**src/rtl/pdm_pkg.sv**
```systemverilog
// shared types and constants for the periodic deadline monitor
// used by every module under rtl; no dependencies
`default_nettype none

package pdm_pkg;

  localparam int PERIOD_W       = 40;
  localparam int FIELD_W        = 63;
  localparam int CALC_W         = 64;
  localparam int TIME_WIDTH_DEF = 64;
  localparam int QUEUE_DEPTH    = 2;

  localparam logic [PERIOD_W-1:0] PERIOD_RESET = 40'd1000000;

  typedef enum logic {
    OP_START  = 1'b0,
    OP_REPORT = 1'b1
  } op_kind_t;

  typedef struct packed {
    op_kind_t           kind;
    logic [FIELD_W-1:0] wake;
    logic [FIELD_W-1:0] fin;
  } item_t;

  typedef struct packed {
    logic              go;
    logic [CALC_W-1:0] dividend;
    logic [CALC_W-1:0] divisor;
  } div_req_t;

  typedef struct packed {
    logic              done;
    logic [CALC_W-1:0] quot;
    logic [CALC_W-1:0] rem;
  } div_rsp_t;

  typedef struct packed {
    logic [FIELD_W-1:0] sequence_res;
    logic [FIELD_W-1:0] deadline_ns;
    logic [FIELD_W-1:0] wake_late_ns;
    logic [FIELD_W-1:0] missed_now;
    logic [FIELD_W-1:0] cycle_count;
    logic [FIELD_W-1:0] miss_total;
    logic [FIELD_W-1:0] min_late_ns;
    logic [FIELD_W-1:0] max_late_ns;
    logic [FIELD_W-1:0] mean_late_ns;
  } res_t;

endpackage

`default_nettype wire

```
**src/rtl/pdm_front.sv**
```systemverilog
// front end: takes input transactions, classifies the op and trims times
// to the configured time width; depends on pdm_pkg
`default_nettype none

module pdm_front #(
  parameter int TIME_WIDTH = pdm_pkg::TIME_WIDTH_DEF
) (
  input  wire logic                        in_valid,
  input  wire logic                        in_op,
  input  wire logic [pdm_pkg::FIELD_W-1:0] in_wake_ns,
  input  wire logic [pdm_pkg::FIELD_W-1:0] in_finish_ns,
  output logic                             in_stall,
  input  wire logic                        q_full,
  output logic                             q_push,
  output pdm_pkg::item_t                   q_item
);

  localparam int KEEP_W = (TIME_WIDTH < pdm_pkg::FIELD_W) ? TIME_WIDTH : pdm_pkg::FIELD_W;
  localparam logic [pdm_pkg::FIELD_W-1:0] TIME_MASK =
    {(pdm_pkg::FIELD_W){1'b1}} >> (pdm_pkg::FIELD_W - KEEP_W);

  assign in_stall = q_full;
  assign q_push   = in_valid && !q_full;

  always_comb begin
    q_item.kind = in_op ? pdm_pkg::OP_REPORT : pdm_pkg::OP_START;
    q_item.wake = in_wake_ns & TIME_MASK;
    q_item.fin  = (in_op ? in_finish_ns : '0) & TIME_MASK;
  end

endmodule

`default_nettype wire

```
**src/rtl/pdm_queue.sv**
```systemverilog
// short transaction queue between front end and back end
// depends on pdm_pkg for the entry type and depth
`default_nettype none

module pdm_queue (
  input  wire logic           clk,
  input  wire logic           rst_n,
  input  wire logic           push,
  input  pdm_pkg::item_t      din,
  output logic                full,
  input  wire logic           pop,
  output logic                valid,
  output pdm_pkg::item_t      dout
);

  localparam int PTR_W = (pdm_pkg::QUEUE_DEPTH > 1) ? $clog2(pdm_pkg::QUEUE_DEPTH) : 1;
  localparam int CNT_W = $clog2(pdm_pkg::QUEUE_DEPTH + 1);

  pdm_pkg::item_t mem_r [pdm_pkg::QUEUE_DEPTH];
  logic [PTR_W-1:0] wr_ptr_r, wr_ptr_nxt;
  logic [PTR_W-1:0] rd_ptr_r, rd_ptr_nxt;
  logic [CNT_W-1:0] cnt_r, cnt_nxt;

  assign full  = (cnt_r == CNT_W'(pdm_pkg::QUEUE_DEPTH));
  assign valid = (cnt_r != '0);
  assign dout  = mem_r[rd_ptr_r];

  always_comb begin
    wr_ptr_nxt = wr_ptr_r;
    rd_ptr_nxt = rd_ptr_r;
    cnt_nxt    = cnt_r;
    if (push) begin
      wr_ptr_nxt = (wr_ptr_r == PTR_W'(pdm_pkg::QUEUE_DEPTH - 1)) ? '0 : wr_ptr_r + 1'b1;
    end
    if (pop) begin
      rd_ptr_nxt = (rd_ptr_r == PTR_W'(pdm_pkg::QUEUE_DEPTH - 1)) ? '0 : rd_ptr_r + 1'b1;
    end
    if (push && !pop) begin
      cnt_nxt = cnt_r + 1'b1;
    end else if (pop && !push) begin
      cnt_nxt = cnt_r - 1'b1;
    end
  end

  always_ff @(posedge clk) begin
    if (push) begin
      mem_r[wr_ptr_r] <= din;
    end
  end

  always_ff @(posedge clk) begin
    if (!rst_n) begin
      wr_ptr_r <= '0;
      rd_ptr_r <= '0;
      cnt_r    <= '0;
    end else begin
      wr_ptr_r <= wr_ptr_nxt;
      rd_ptr_r <= rd_ptr_nxt;
      cnt_r    <= cnt_nxt;
    end
  end

`ifndef SYNTHESIS
  a_cnt_bound: assert property (@(posedge clk) disable iff (!rst_n)
    cnt_r <= CNT_W'(pdm_pkg::QUEUE_DEPTH))
    else $error("queue count beyond depth");
  a_pop_nonempty: assert property (@(posedge clk) disable iff (!rst_n)
    pop |-> cnt_r != '0)
    else $error("pop from empty queue");
`endif

endmodule

`default_nettype wire

```
**src/rtl/pdm_div.sv**
```systemverilog
// shared iterative unsigned divider, one quotient bit per cycle
// depends on pdm_pkg for the request and response types
`default_nettype none

module pdm_div (
  input  wire logic        clk,
  input  wire logic        rst_n,
  input  pdm_pkg::div_req_t req,
  output pdm_pkg::div_rsp_t rsp
);

  localparam int W     = pdm_pkg::CALC_W;
  localparam int CNT_W = $clog2(W);

  logic [W-1:0]     q_r, q_nxt;
  logic [W-1:0]     rem_r, rem_nxt;
  logic [W-1:0]     d_r;
  logic [CNT_W-1:0] cnt_r, cnt_nxt;
  logic             busy_r, busy_nxt;
  logic             done_r, done_nxt;
  logic [W:0]       shifted;
  logic [W:0]       sub;
  logic             ge;

  assign shifted = {rem_r, q_r[W-1]};
  assign sub     = shifted - {1'b0, d_r};
  assign ge      = (shifted >= {1'b0, d_r});

  always_comb begin
    q_nxt    = q_r;
    rem_nxt  = rem_r;
    cnt_nxt  = cnt_r;
    busy_nxt = busy_r;
    done_nxt = 1'b0;
    if (req.go) begin
      q_nxt    = req.dividend;
      rem_nxt  = '0;
      cnt_nxt  = '0;
      busy_nxt = 1'b1;
    end else if (busy_r) begin
      q_nxt   = {q_r[W-2:0], ge};
      rem_nxt = ge ? sub[W-1:0] : shifted[W-1:0];
      cnt_nxt = cnt_r + 1'b1;
      if (cnt_r == CNT_W'(W - 1)) begin
        busy_nxt = 1'b0;
        done_nxt = 1'b1;
      end
    end
  end

  always_ff @(posedge clk) begin
    q_r   <= q_nxt;
    rem_r <= rem_nxt;
    cnt_r <= cnt_nxt;
    if (req.go) begin
      d_r <= req.divisor;
    end
    if (!rst_n) begin
      busy_r <= 1'b0;
      done_r <= 1'b0;
    end else begin
      busy_r <= busy_nxt;
      done_r <= done_nxt;
    end
  end

  assign rsp.done = done_r;
  assign rsp.quot = q_r;
  assign rsp.rem  = rem_r;

`ifndef SYNTHESIS
  a_done_idle: assert property (@(posedge clk) disable iff (!rst_n)
    done_r |-> !busy_r)
    else $error("divider done while busy");
  a_go_idle: assert property (@(posedge clk) disable iff (!rst_n)
    req.go |-> !busy_r)
    else $error("divider started while busy");
`endif

endmodule

`default_nettype wire

```
**src/rtl/pdm_back.sv**
```systemverilog
// back end: deadline state, statistics, sequencing of the two divisions
// and the result register; depends on pdm_pkg and drives pdm_div
`default_nettype none

module pdm_back #(
  parameter int TIME_WIDTH = pdm_pkg::TIME_WIDTH_DEF
) (
  input  wire logic                         clk,
  input  wire logic                         rst_n,
  input  wire logic                         cfg_valid,
  output logic                              cfg_ready,
  input  wire logic [pdm_pkg::PERIOD_W-1:0] cfg_period_ns,
  input  wire logic                         q_valid,
  input  pdm_pkg::item_t                    q_item,
  output logic                              q_pop,
  output pdm_pkg::div_req_t                 div_req,
  input  pdm_pkg::div_rsp_t                 div_rsp,
  output logic                              out_valid,
  input  wire logic                         out_stall,
  output pdm_pkg::res_t                     out_res
);

  localparam int W  = pdm_pkg::CALC_W;
  localparam int FW = pdm_pkg::FIELD_W;
  localparam int TW = TIME_WIDTH;

  typedef enum logic [1:0] {
    ST_IDLE,
    ST_MISS,
    ST_MEAN,
    ST_OUT
  } state_t;

  state_t state_r, state_nxt;

  logic [pdm_pkg::PERIOD_W-1:0] per_r, per_nxt;
  logic [TW-1:0] ndl_r, ndl_nxt;
  logic [W-1:0]  tick_r, tick_nxt;
  logic [W-1:0]  cyc_r, cyc_nxt;
  logic [W-1:0]  miss_r, miss_nxt;
  logic [W-1:0]  least_r, least_nxt;
  logic [W-1:0]  most_r, most_nxt;
  logic [W-1:0]  sum_r, sum_nxt;
  logic [TW-1:0] cur_dl_r, cur_dl_nxt;
  logic [TW-1:0] cur_fin_r, cur_fin_nxt;
  logic          use_miss_r, use_miss_nxt;
  logic          out_valid_r, out_valid_nxt;
  pdm_pkg::res_t     res_r, res_nxt;
  pdm_pkg::div_req_t req_r, req_nxt;

  logic [pdm_pkg::PERIOD_W-1:0] per_eff;
  logic [W-1:0]  per64;
  logic [TW-1:0] wake_t, fin_t, late_t, diff_t;
  logic [W-1:0]  late64, diff64, cyc_inc, missed64;

  assign cfg_ready = 1'b1;
  assign per_eff   = (per_r == '0) ? pdm_pkg::PERIOD_W'(1) : per_r;
  assign per64     = W'(per_eff);
  assign wake_t    = TW'(q_item.wake);
  assign fin_t     = TW'(q_item.fin);
  assign late_t    = (wake_t > ndl_r) ? wake_t - ndl_r : '0;
  assign diff_t    = (fin_t > ndl_r) ? fin_t - ndl_r : '0;
  assign late64    = W'(late_t);
  assign diff64    = W'(diff_t);
  assign cyc_inc   = cyc_r + 1'b1;
  assign missed64  = use_miss_r ? div_rsp.quot : '0;

  always_comb begin
    state_nxt     = state_r;
    per_nxt       = per_r;
    ndl_nxt       = ndl_r;
    tick_nxt      = tick_r;
    cyc_nxt       = cyc_r;
    miss_nxt      = miss_r;
    least_nxt     = least_r;
    most_nxt      = most_r;
    sum_nxt       = sum_r;
    cur_dl_nxt    = cur_dl_r;
    cur_fin_nxt   = cur_fin_r;
    use_miss_nxt  = use_miss_r;
    out_valid_nxt = out_valid_r;
    res_nxt       = res_r;
    req_nxt       = req_r;
    req_nxt.go    = 1'b0;
    q_pop         = 1'b0;

    if (cfg_valid) begin
      per_nxt = cfg_period_ns;
    end

    case (state_r)
      ST_IDLE: begin
        if (q_valid) begin
          q_pop = 1'b1;
          case (q_item.kind)
            pdm_pkg::OP_START: begin
              ndl_nxt       = TW'(W'(wake_t) + per64);
              tick_nxt      = '0;
              cyc_nxt       = '0;
              miss_nxt      = '0;
              least_nxt     = '0;
              most_nxt      = '0;
              sum_nxt       = '0;
              res_nxt       = '0;
              res_nxt.deadline_ns = FW'(W'(TW'(W'(wake_t) + per64)));
              out_valid_nxt = 1'b1;
              state_nxt     = ST_OUT;
            end
            pdm_pkg::OP_REPORT: begin
              cyc_nxt   = cyc_inc;
              least_nxt = (cyc_inc == W'(1) || late64 < least_r) ? late64 : least_r;
              most_nxt  = (late64 > most_r) ? late64 : most_r;
              sum_nxt   = sum_r + late64;
              tick_nxt  = tick_r + 1'b1;
              cur_dl_nxt   = ndl_r;
              cur_fin_nxt  = fin_t;
              use_miss_nxt = (diff64 >= per64);
              res_nxt.sequence_res = FW'(tick_r + 1'b1);
              res_nxt.deadline_ns  = FW'(W'(ndl_r));
              res_nxt.wake_late_ns = FW'(late64);
              req_nxt.go       = 1'b1;
              req_nxt.dividend = diff64;
              req_nxt.divisor  = per64;
              state_nxt        = ST_MISS;
            end
            default: begin
              state_nxt = ST_IDLE;
            end
          endcase
        end
      end
      ST_MISS: begin
        if (div_rsp.done) begin
          miss_nxt = miss_r + missed64;
          res_nxt.missed_now = FW'(missed64);
          if (use_miss_r) begin
            ndl_nxt = TW'(W'(cur_fin_r) - div_rsp.rem + per64);
          end else begin
            ndl_nxt = TW'(W'(cur_dl_r) + per64);
          end
          req_nxt.go       = 1'b1;
          req_nxt.dividend = sum_r;
          req_nxt.divisor  = cyc_r;
          state_nxt        = ST_MEAN;
        end
      end
      ST_MEAN: begin
        if (div_rsp.done) begin
          res_nxt.cycle_count  = FW'(cyc_r);
          res_nxt.miss_total   = FW'(miss_r);
          res_nxt.min_late_ns  = FW'(least_r);
          res_nxt.max_late_ns  = FW'(most_r);
          res_nxt.mean_late_ns = (cyc_r == '0) ? '0 : FW'(div_rsp.quot);
          out_valid_nxt        = 1'b1;
          state_nxt            = ST_OUT;
        end
      end
      ST_OUT: begin
        if (!out_stall) begin
          out_valid_nxt = 1'b0;
          state_nxt     = ST_IDLE;
        end
      end
      default: begin
        state_nxt = ST_IDLE;
      end
    endcase
  end

  always_ff @(posedge clk) begin
    cur_dl_r         <= cur_dl_nxt;
    cur_fin_r        <= cur_fin_nxt;
    use_miss_r       <= use_miss_nxt;
    res_r            <= res_nxt;
    req_r.dividend   <= req_nxt.dividend;
    req_r.divisor    <= req_nxt.divisor;
    if (!rst_n) begin
      state_r     <= ST_IDLE;
      per_r       <= pdm_pkg::PERIOD_RESET;
      ndl_r       <= '0;
      tick_r      <= '0;
      cyc_r       <= '0;
      miss_r      <= '0;
      least_r     <= '0;
      most_r      <= '0;
      sum_r       <= '0;
      out_valid_r <= 1'b0;
      req_r.go    <= 1'b0;
    end else begin
      state_r     <= state_nxt;
      per_r       <= per_nxt;
      ndl_r       <= ndl_nxt;
      tick_r      <= tick_nxt;
      cyc_r       <= cyc_nxt;
      miss_r      <= miss_nxt;
      least_r     <= least_nxt;
      most_r      <= most_nxt;
      sum_r       <= sum_nxt;
      out_valid_r <= out_valid_nxt;
      req_r.go    <= req_nxt.go;
    end
  end

  assign div_req   = req_r;
  assign out_valid = out_valid_r;
  assign out_res   = res_r;

`ifndef SYNTHESIS
  a_min_le_max: assert property (@(posedge clk) disable iff (!rst_n)
    least_r <= most_r)
    else $error("minimum lateness above maximum");
  a_valid_in_out: assert property (@(posedge clk) disable iff (!rst_n)
    out_valid_r |-> state_r == ST_OUT)
    else $error("result valid outside output state");
`endif

endmodule

`default_nettype wire

```
**src/rtl/periodic_deadline_monitor_core.sv**
```systemverilog
// top level of the periodic deadline monitor: front end, queue, back end
// and shared divider; depends on pdm_pkg, pdm_front, pdm_queue, pdm_div, pdm_back
//
// A start transaction seeds the deadline and clears the statistics; its
// result is registered once the back end pops it from the queue, and the
// back end is free for the next one in the cycle after the result is taken. A
// report transaction holds the back end until its result is taken: two 64-bit
// divisions (missed periods, then mean lateness) run one after the other on a
// single shared divider that retires one quotient bit per cycle, then the
// result waits in the output state for the handshake, and the back end then
// takes the next transaction from the queue. A result is held while out_stall
// is high. The back end works on one transaction at a time; a two-entry queue
// in front of it keeps accepting input while a result waits on out_stall, and
// in_stall is high while that queue is full. cfg_ready is always high, and the
// period should only be written while the block is idle.
`default_nettype none

module periodic_deadline_monitor_core #(
  parameter int TIME_WIDTH = pdm_pkg::TIME_WIDTH_DEF
) (
  input  wire logic                         clk,
  input  wire logic                         rst_n,
  input  wire logic                         cfg_valid,
  output logic                              cfg_ready,
  input  wire logic [pdm_pkg::PERIOD_W-1:0] cfg_period_ns,
  input  wire logic                         in_valid,
  output logic                              in_stall,
  input  wire logic                         in_op,
  input  wire logic [pdm_pkg::FIELD_W-1:0]  in_wake_ns,
  input  wire logic [pdm_pkg::FIELD_W-1:0]  in_finish_ns,
  output logic                              out_valid,
  input  wire logic                         out_stall,
  output logic [pdm_pkg::FIELD_W-1:0]       out_sequence_res,
  output logic [pdm_pkg::FIELD_W-1:0]       out_deadline_ns,
  output logic [pdm_pkg::FIELD_W-1:0]       out_wake_late_ns,
  output logic [pdm_pkg::FIELD_W-1:0]       out_missed_now,
  output logic [pdm_pkg::FIELD_W-1:0]       out_cycle_count,
  output logic [pdm_pkg::FIELD_W-1:0]       out_miss_total,
  output logic [pdm_pkg::FIELD_W-1:0]       out_min_late_ns,
  output logic [pdm_pkg::FIELD_W-1:0]       out_max_late_ns,
  output logic [pdm_pkg::FIELD_W-1:0]       out_mean_late_ns
);

  logic              q_push;
  logic              q_full;
  logic              q_pop;
  logic              q_valid;
  pdm_pkg::item_t    q_din;
  pdm_pkg::item_t    q_dout;
  pdm_pkg::div_req_t div_req;
  pdm_pkg::div_rsp_t div_rsp;
  pdm_pkg::res_t     res;

  pdm_front #(
    .TIME_WIDTH(TIME_WIDTH)
  ) u_front (
    .in_valid    (in_valid),
    .in_op       (in_op),
    .in_wake_ns  (in_wake_ns),
    .in_finish_ns(in_finish_ns),
    .in_stall    (in_stall),
    .q_full      (q_full),
    .q_push      (q_push),
    .q_item      (q_din)
  );

  pdm_queue u_queue (
    .clk  (clk),
    .rst_n(rst_n),
    .push (q_push),
    .din  (q_din),
    .full (q_full),
    .pop  (q_pop),
    .valid(q_valid),
    .dout (q_dout)
  );

  pdm_div u_div (
    .clk  (clk),
    .rst_n(rst_n),
    .req  (div_req),
    .rsp  (div_rsp)
  );

  pdm_back #(
    .TIME_WIDTH(TIME_WIDTH)
  ) u_back (
    .clk          (clk),
    .rst_n        (rst_n),
    .cfg_valid    (cfg_valid),
    .cfg_ready    (cfg_ready),
    .cfg_period_ns(cfg_period_ns),
    .q_valid      (q_valid),
    .q_item       (q_dout),
    .q_pop        (q_pop),
    .div_req      (div_req),
    .div_rsp      (div_rsp),
    .out_valid    (out_valid),
    .out_stall    (out_stall),
    .out_res      (res)
  );

  assign out_sequence_res = res.sequence_res;
  assign out_deadline_ns  = res.deadline_ns;
  assign out_wake_late_ns = res.wake_late_ns;
  assign out_missed_now   = res.missed_now;
  assign out_cycle_count  = res.cycle_count;
  assign out_miss_total   = res.miss_total;
  assign out_min_late_ns  = res.min_late_ns;
  assign out_max_late_ns  = res.max_late_ns;
  assign out_mean_late_ns = res.mean_late_ns;

endmodule

`default_nettype wire
```
**config.mk**
```make
export PLATFORM = sky130hd
export DESIGN_NAME = periodic_deadline_monitor_core
export DESIGN_NICKNAME = d
export VERILOG_FILES = /design/src/rtl/pdm_pkg.sv /design/src/rtl/pdm_front.sv /design/src/rtl/pdm_queue.sv /design/src/rtl/pdm_div.sv /design/src/rtl/pdm_back.sv /design/src/rtl/periodic_deadline_monitor_core.sv
export SDC_FILE = /design/constraint.sdc
export NUM_CORES = 2
export LEC_CHECK = 0
export BUFFER_PORTS_ARGS = -buffer_cell sky130_fd_sc_hd__buf_2
export CORE_UTILIZATION = 61
export DETAILED_ROUTE_END_ITERATION = 8
export PLACE_DENSITY = 0.85
export SETUP_SLACK_MARGIN = 0.2
export SYNTH_ARGS = -nofsm -noshare
export SYNTH_HDL_FRONTEND = slang
export SYNTH_HIERARCHICAL = 1
export SYNTH_SLANG_ARGS = --single-unit
```
**constraint.sdc**
```tcl
create_clock -name clk -period 34.7 [get_ports clk]
set_input_delay 1.735 -clock clk [delete_from_list [all_inputs] [get_ports clk]]
set_output_delay 1.735 -clock clk [all_outputs]
set_load 0.05 [all_outputs]
```
# Yosys cells after proc, flatten, opt, wreduce, memory -nomap -nowiden
# Memory sizes are Yosys's and may differ from the RTL's. A register that Yosys moved wholly into a read port is not among the register bits.
# Index checks and enable logic that the tools add are counted.
# word_totals
word_cells	162
in_bits	172
register_bits	1519
ram_bits	254
out_inout_bits	570
memories	1
# mem_list
name	words	width	rd	rd_clocked_by_memory_dff	write_ports	line	rtl
u_queue.mem_r	2	127	1	1	1	pdm_queue.sv:19	pdm_pkg::item_t mem_r [pdm_pkg::QUEUE_DEPTH];
# classes
eq_ne	14
magnitude_cmp	6
add_sub_neg	16
bitwise_logic	3
n_reduce_logical	26
mux	62
# op_table
operator	n
$mux W64	15
$pmux W64 S2	7
$mux W378	2
$pmux W315 S2	1
$mux W129	3
$pmux W189 S2	1
$mux W315	1
$pmux W129 S2	1
$sub A63 B64 Y64	3
$mux W63	3
$add A64 B1 Y64 const B	2
$add A64 B40 Y64	2
$add A64 B64 Y64	2
$gt A63 B64 Y1	2
$pmux W63 S2	1
$ge A65 B64 Y1	1
$add A63 B40 Y64	1
$eq A64 B1 Y1 const B	1
$ge A64 B40 Y1	1
$gt A64 B64 Y1	1
$logic_not A64 Y1	1
$lt A64 B64 Y1	1
$sub A64 B64 Y64	1
$logic_not A40 Y1	1
other kinds (27)	72

# Depth between registers and ports, before layout
# depth
ltp_word	7
depth_mapped	34

# By module
# Netlist, hierarchy kept.
# by_module_without_submodules
module	seq_area_each_um2	cells_per_inst	area_per_inst_um2	n_inst
pdm_back	34523.1	8758	80587.3	1
pdm_div	5285.1	1252	12180.4	1
pdm_queue	7727.4	417	9490.4	1
pdm_front	0.0	135	997.2	1

# Least setup slack after synthesis
# OpenSTA, ideal clock, no wires.
# synth_path
path_kind	register to register
start	register (tool-made name)
end	register u_back.res_r, in the netlist u_back/out_res[0] (enable)
path_stages_with_launch	7
path_buffers	2
synth_period_minus_slack_ns	15.196
setup_slack_ns	19.504
t_required_ns	33.701
arrival_time_ns	14.197
path_cell_list	dfxtp_1 buf_6 buf_6 mux2_2 inv_1 a21oi_1 nor2_1
# synth_lines
element	line	rtl
end signal: assignment	pdm_back.sv:174	res_r <= res_nxt;
end: declaration	pdm_back.sv:48	pdm_pkg::res_t res_r, res_nxt;

==> flow_summary.toml <==
[logic_synthesis]
ys.flop_type = "edfxtp_1"
synth_top_area_cell = "edfxtp_1"
yosysWarnings = 6
synthTopCellsByArea = "edfxtp_1, dfxtp_1, ha_1, a21oi_1, nor2_1"
seq_area_frac_synth_pct = 46.0
synthCells = 10600
yosys_register_bits = 1772
synth_edf_count = 1205
synth.top_cell.area_share_pct = 35.0
syn_nets = 11400
syn_area_per_cell_um2 = 9.78
async_flop_share_pct = 0
syn-cell-area_um2 = 103000
synth_cell_types = 121

[critical_path]
r2r-end = "u_back/least_r[49]$_SDFFE_PN0P_"
crit_path_start_kind = "flop"
critPathMaxStageDelay_ns = 0.91
critPathKind = "flop to flop"
r2r_cells = 28
worst_path_max_delay_cell = "o2111ai_1"
r2r_slack_ns = 25.14
worstPathRequired_ns = 35.47
crit_arrival_ns = 10.33
crit_fanout = 66
end_kind = "flop"

[global_route]
grt_pass1_vias = 82300
grt.busiest_layer = "met2"
grt_use_met1_pct = 57.7
globalRouteMet2Util_pct = 66.2
grt_pass1_wl_mm = 549
grt_use_met3_pct = 9.92
antenna_found_initial = 40
track_usage_pct = 44.0
grt.overflow.total = 0
grt_max_degree = 172

[min_path]
hp-start = "u_back/ndl_r[58]$_SDFFE_PN0P_"
min_to = "u_back/cur_dl_r[58]$_DFFE_PP_"
hold_depth = 0
hold_class = "flop to flop"

[sta]
drv_slew = 0
setup_tns_ns = 0
layout_min_cycle_time_ns = 9.56
finalSetupViolCount = 0
worst_slew_pin_slew_ns = 1.39
finalHoldViolCount = 0
fin_skew_ns = 0.0410
fin_crit_sh_pct = 27.5
maxSlewHeadroom_pct = 7.01
max_freq_mhz = 105
rsz0062_at_grt = "false"

[placement]
place_area_um2 = 108000
gp_congestion = 1.06
port-buffer-count = 740
dp_hpwl_mm = 295

[clocking]
cts.sinks = 1772
clk_pin_slew_worst_paths_ns = 0.07
ctsRootBufferMaster = "clkbuf_16"
h-tree-depth = 4
insertion_delay_ns = 0.86
cts_resized = 0
postCtsSetupBuffers = 0
clock_path_buffers = 3
ctsHoldBuffers = 0
numCtsBuffers = 180
cts_tree = "done"

[status]
violations = "design-rule violations"
status = "complete, but fails checks"

[final_layout]
drive_above_1_share_pct = 13.6
syn2layout_area_growth_pct = 10.5
fillCellCount = 12400
stdcell_area_um2 = 114000
nets = 11800

[routing]
via_count = 88000
viasPerCell = 6.62
drcViolationCount = 1
routed_wl_mm = 388
drt_iter0_markers = 13000
drt-pass1-iter-count = 9
wl_per_cell_um = 29.2
ant_nets = 0

[die]
initial_core_util_pct = 61.6
core_area_um2 = 168000
die_y_um = 413
die-area_um2 = 171000
die_w_um = 413
io_pins = 742
num_rows = 150

[flow_run]
drv_cap = 0
[worst max-delay path: cells and delay by family (launching register included)]
kind	cells	cell delay, ns
and+or+nand+nor	9	2.00
DFF	1	0.62
AOI/OAI and AO/OA	10	3.71
adders and majority gates	3	0.93
muxes	1	0.42
buffers and inverters	5	1.59
[metrics by stage]
| step | instances | util, % | hold slack [ns] | setup slack [ns] |
|---|---|---|---|---|
| after floorplan | 10600 | - | 0.400 | 19.50 |
| after global placement | 12900 | 64.3 | 0.401 | 25.65 |
| after detailed placement | 12900 | 64.3 | 0.405 | 25.48 |
| after CTS | 13300 | 68.1 | 0.405 | 25.44 |
| after global routing | 13300 | 68.1 | 0.410 | 24.93 |
| final | 13300 | 68.1 | 0.397 | 25.14 |
[registers in the layout, summed over array words and instances (netlist names), 2 cells and up, named ones only]
register          flops
u_div/q_r            64
u_div/d_r            64
u_back/state_r        2
u_back/cur_fin_r     63
u_back/sum_r         64
u_back/least_r       64
u_back/cyc_r         64
u_back/miss_r        63
u_back/most_r        64
u_back/per_r         40
u_back/out_res      567
u_div/rem_r          64
u_back/div_req      129
u_back/ndl_r         64
u_queue/cnt_r         2
u_queue/mem_r       254
u_back/tick_r        63
u_div/cnt_r           6
u_back/cur_dl_r      64
[cell usage in the layout (no fill, tap or decap), drive strengths merged, types with 166 or more instances in the layout]
cell,synthesis,routed
edfxtp,1205,1205
nor2,1003,1003
nand2,845,845
buf,168,835
a21oi,809,809
ha,655,655
inv,598,618
dfxtp,567,567
o21ai,529,529
and2,399,399
a21o,312,312
xnor2,293,293
xor2,237,237
and3,219,219
clkbuf,488,214
nand3,208,208
mux2i,206,206
mux2,197,197
nand4,177,177
nor3,166,166
[layout make-up]
| type | count | area (um2) | share of cell area, % |
|---|---|---|---|
| diodes | 20 | 50.0 | 0.0439 |
| clock buffers | 214 | 4810 | 4.21 |
| well taps | 2204 | 2760 | 2.42 |
| clock inverters | 126 | 1520 | 1.33 |
| multi-input cells | 7531 | 50700 | 44.4 |
| flip-flops and latches | 1772 | 47500 | 41.7 |
| repair buffers | 835 | 4440 | 3.89 |
| inverters | 603 | 2290 | 2.01 |
[how the worst max path moves through the flow]
stage | endpoint | cells past startpoint
finish | u_back/least_r[49]$_SDFFE_PN0P_ | 28
global route | u_back/most_r[36]$_SDFFE_PN0P_ | 27
CTS | u_back/least_r[49]$_SDFFE_PN0P_ | 28
detailed placement | u_back/least_r[49]$_SDFFE_PN0P_ | 28
global placement | u_back/least_r[49]$_SDFFE_PN0P_ | 28
floorplan | u_back/out_res[0]$_SDFFCE_PP0P_ | 6
[kinds of logic (layout without fill, tap and decap cells)]
kind of cell / Yosys count / in the layout / share of synthesized area, %
and+or+nand+nor: 3413 / 3413 / 16.1
AOI/OAI and AO/OA: 2481 / 2481 / 15.2
DFF: 1772 / 1772 / 46.0
buffers and inverters: 1259 / 1778 / 5.03
adders and majority gates: 703 / 703 / 8.86
xor gates and xnor gates: 530 / 530 / 4.50
muxes: 403 / 403 / 4.25
other: 1 / 21 / 0.00363
[layer usage]
layer  part of all wire [%]  vias up
li1                       -    38600
met2                     43     6114
met4                    7.3        6
met3                     12     1172
met1                     38    42200
met5                 0.0093        -
[Yosys cell counts (219+ instances only)]
cell         n
edfxtp_1  1205
and3_1     219
o21ai_0    501
and2_1     334
inv_1      596
a21o_1     312
xor2_1     237
clkbuf_1   481
a21oi_1    808
dfxtp_1    567
xnor2_1    293
ha_1       655
nand2_1    844
nor2_1    1001
Power is not shown: default switching activity piles up to over one toggle a cycle in this logic, so the estimate is an artifact.
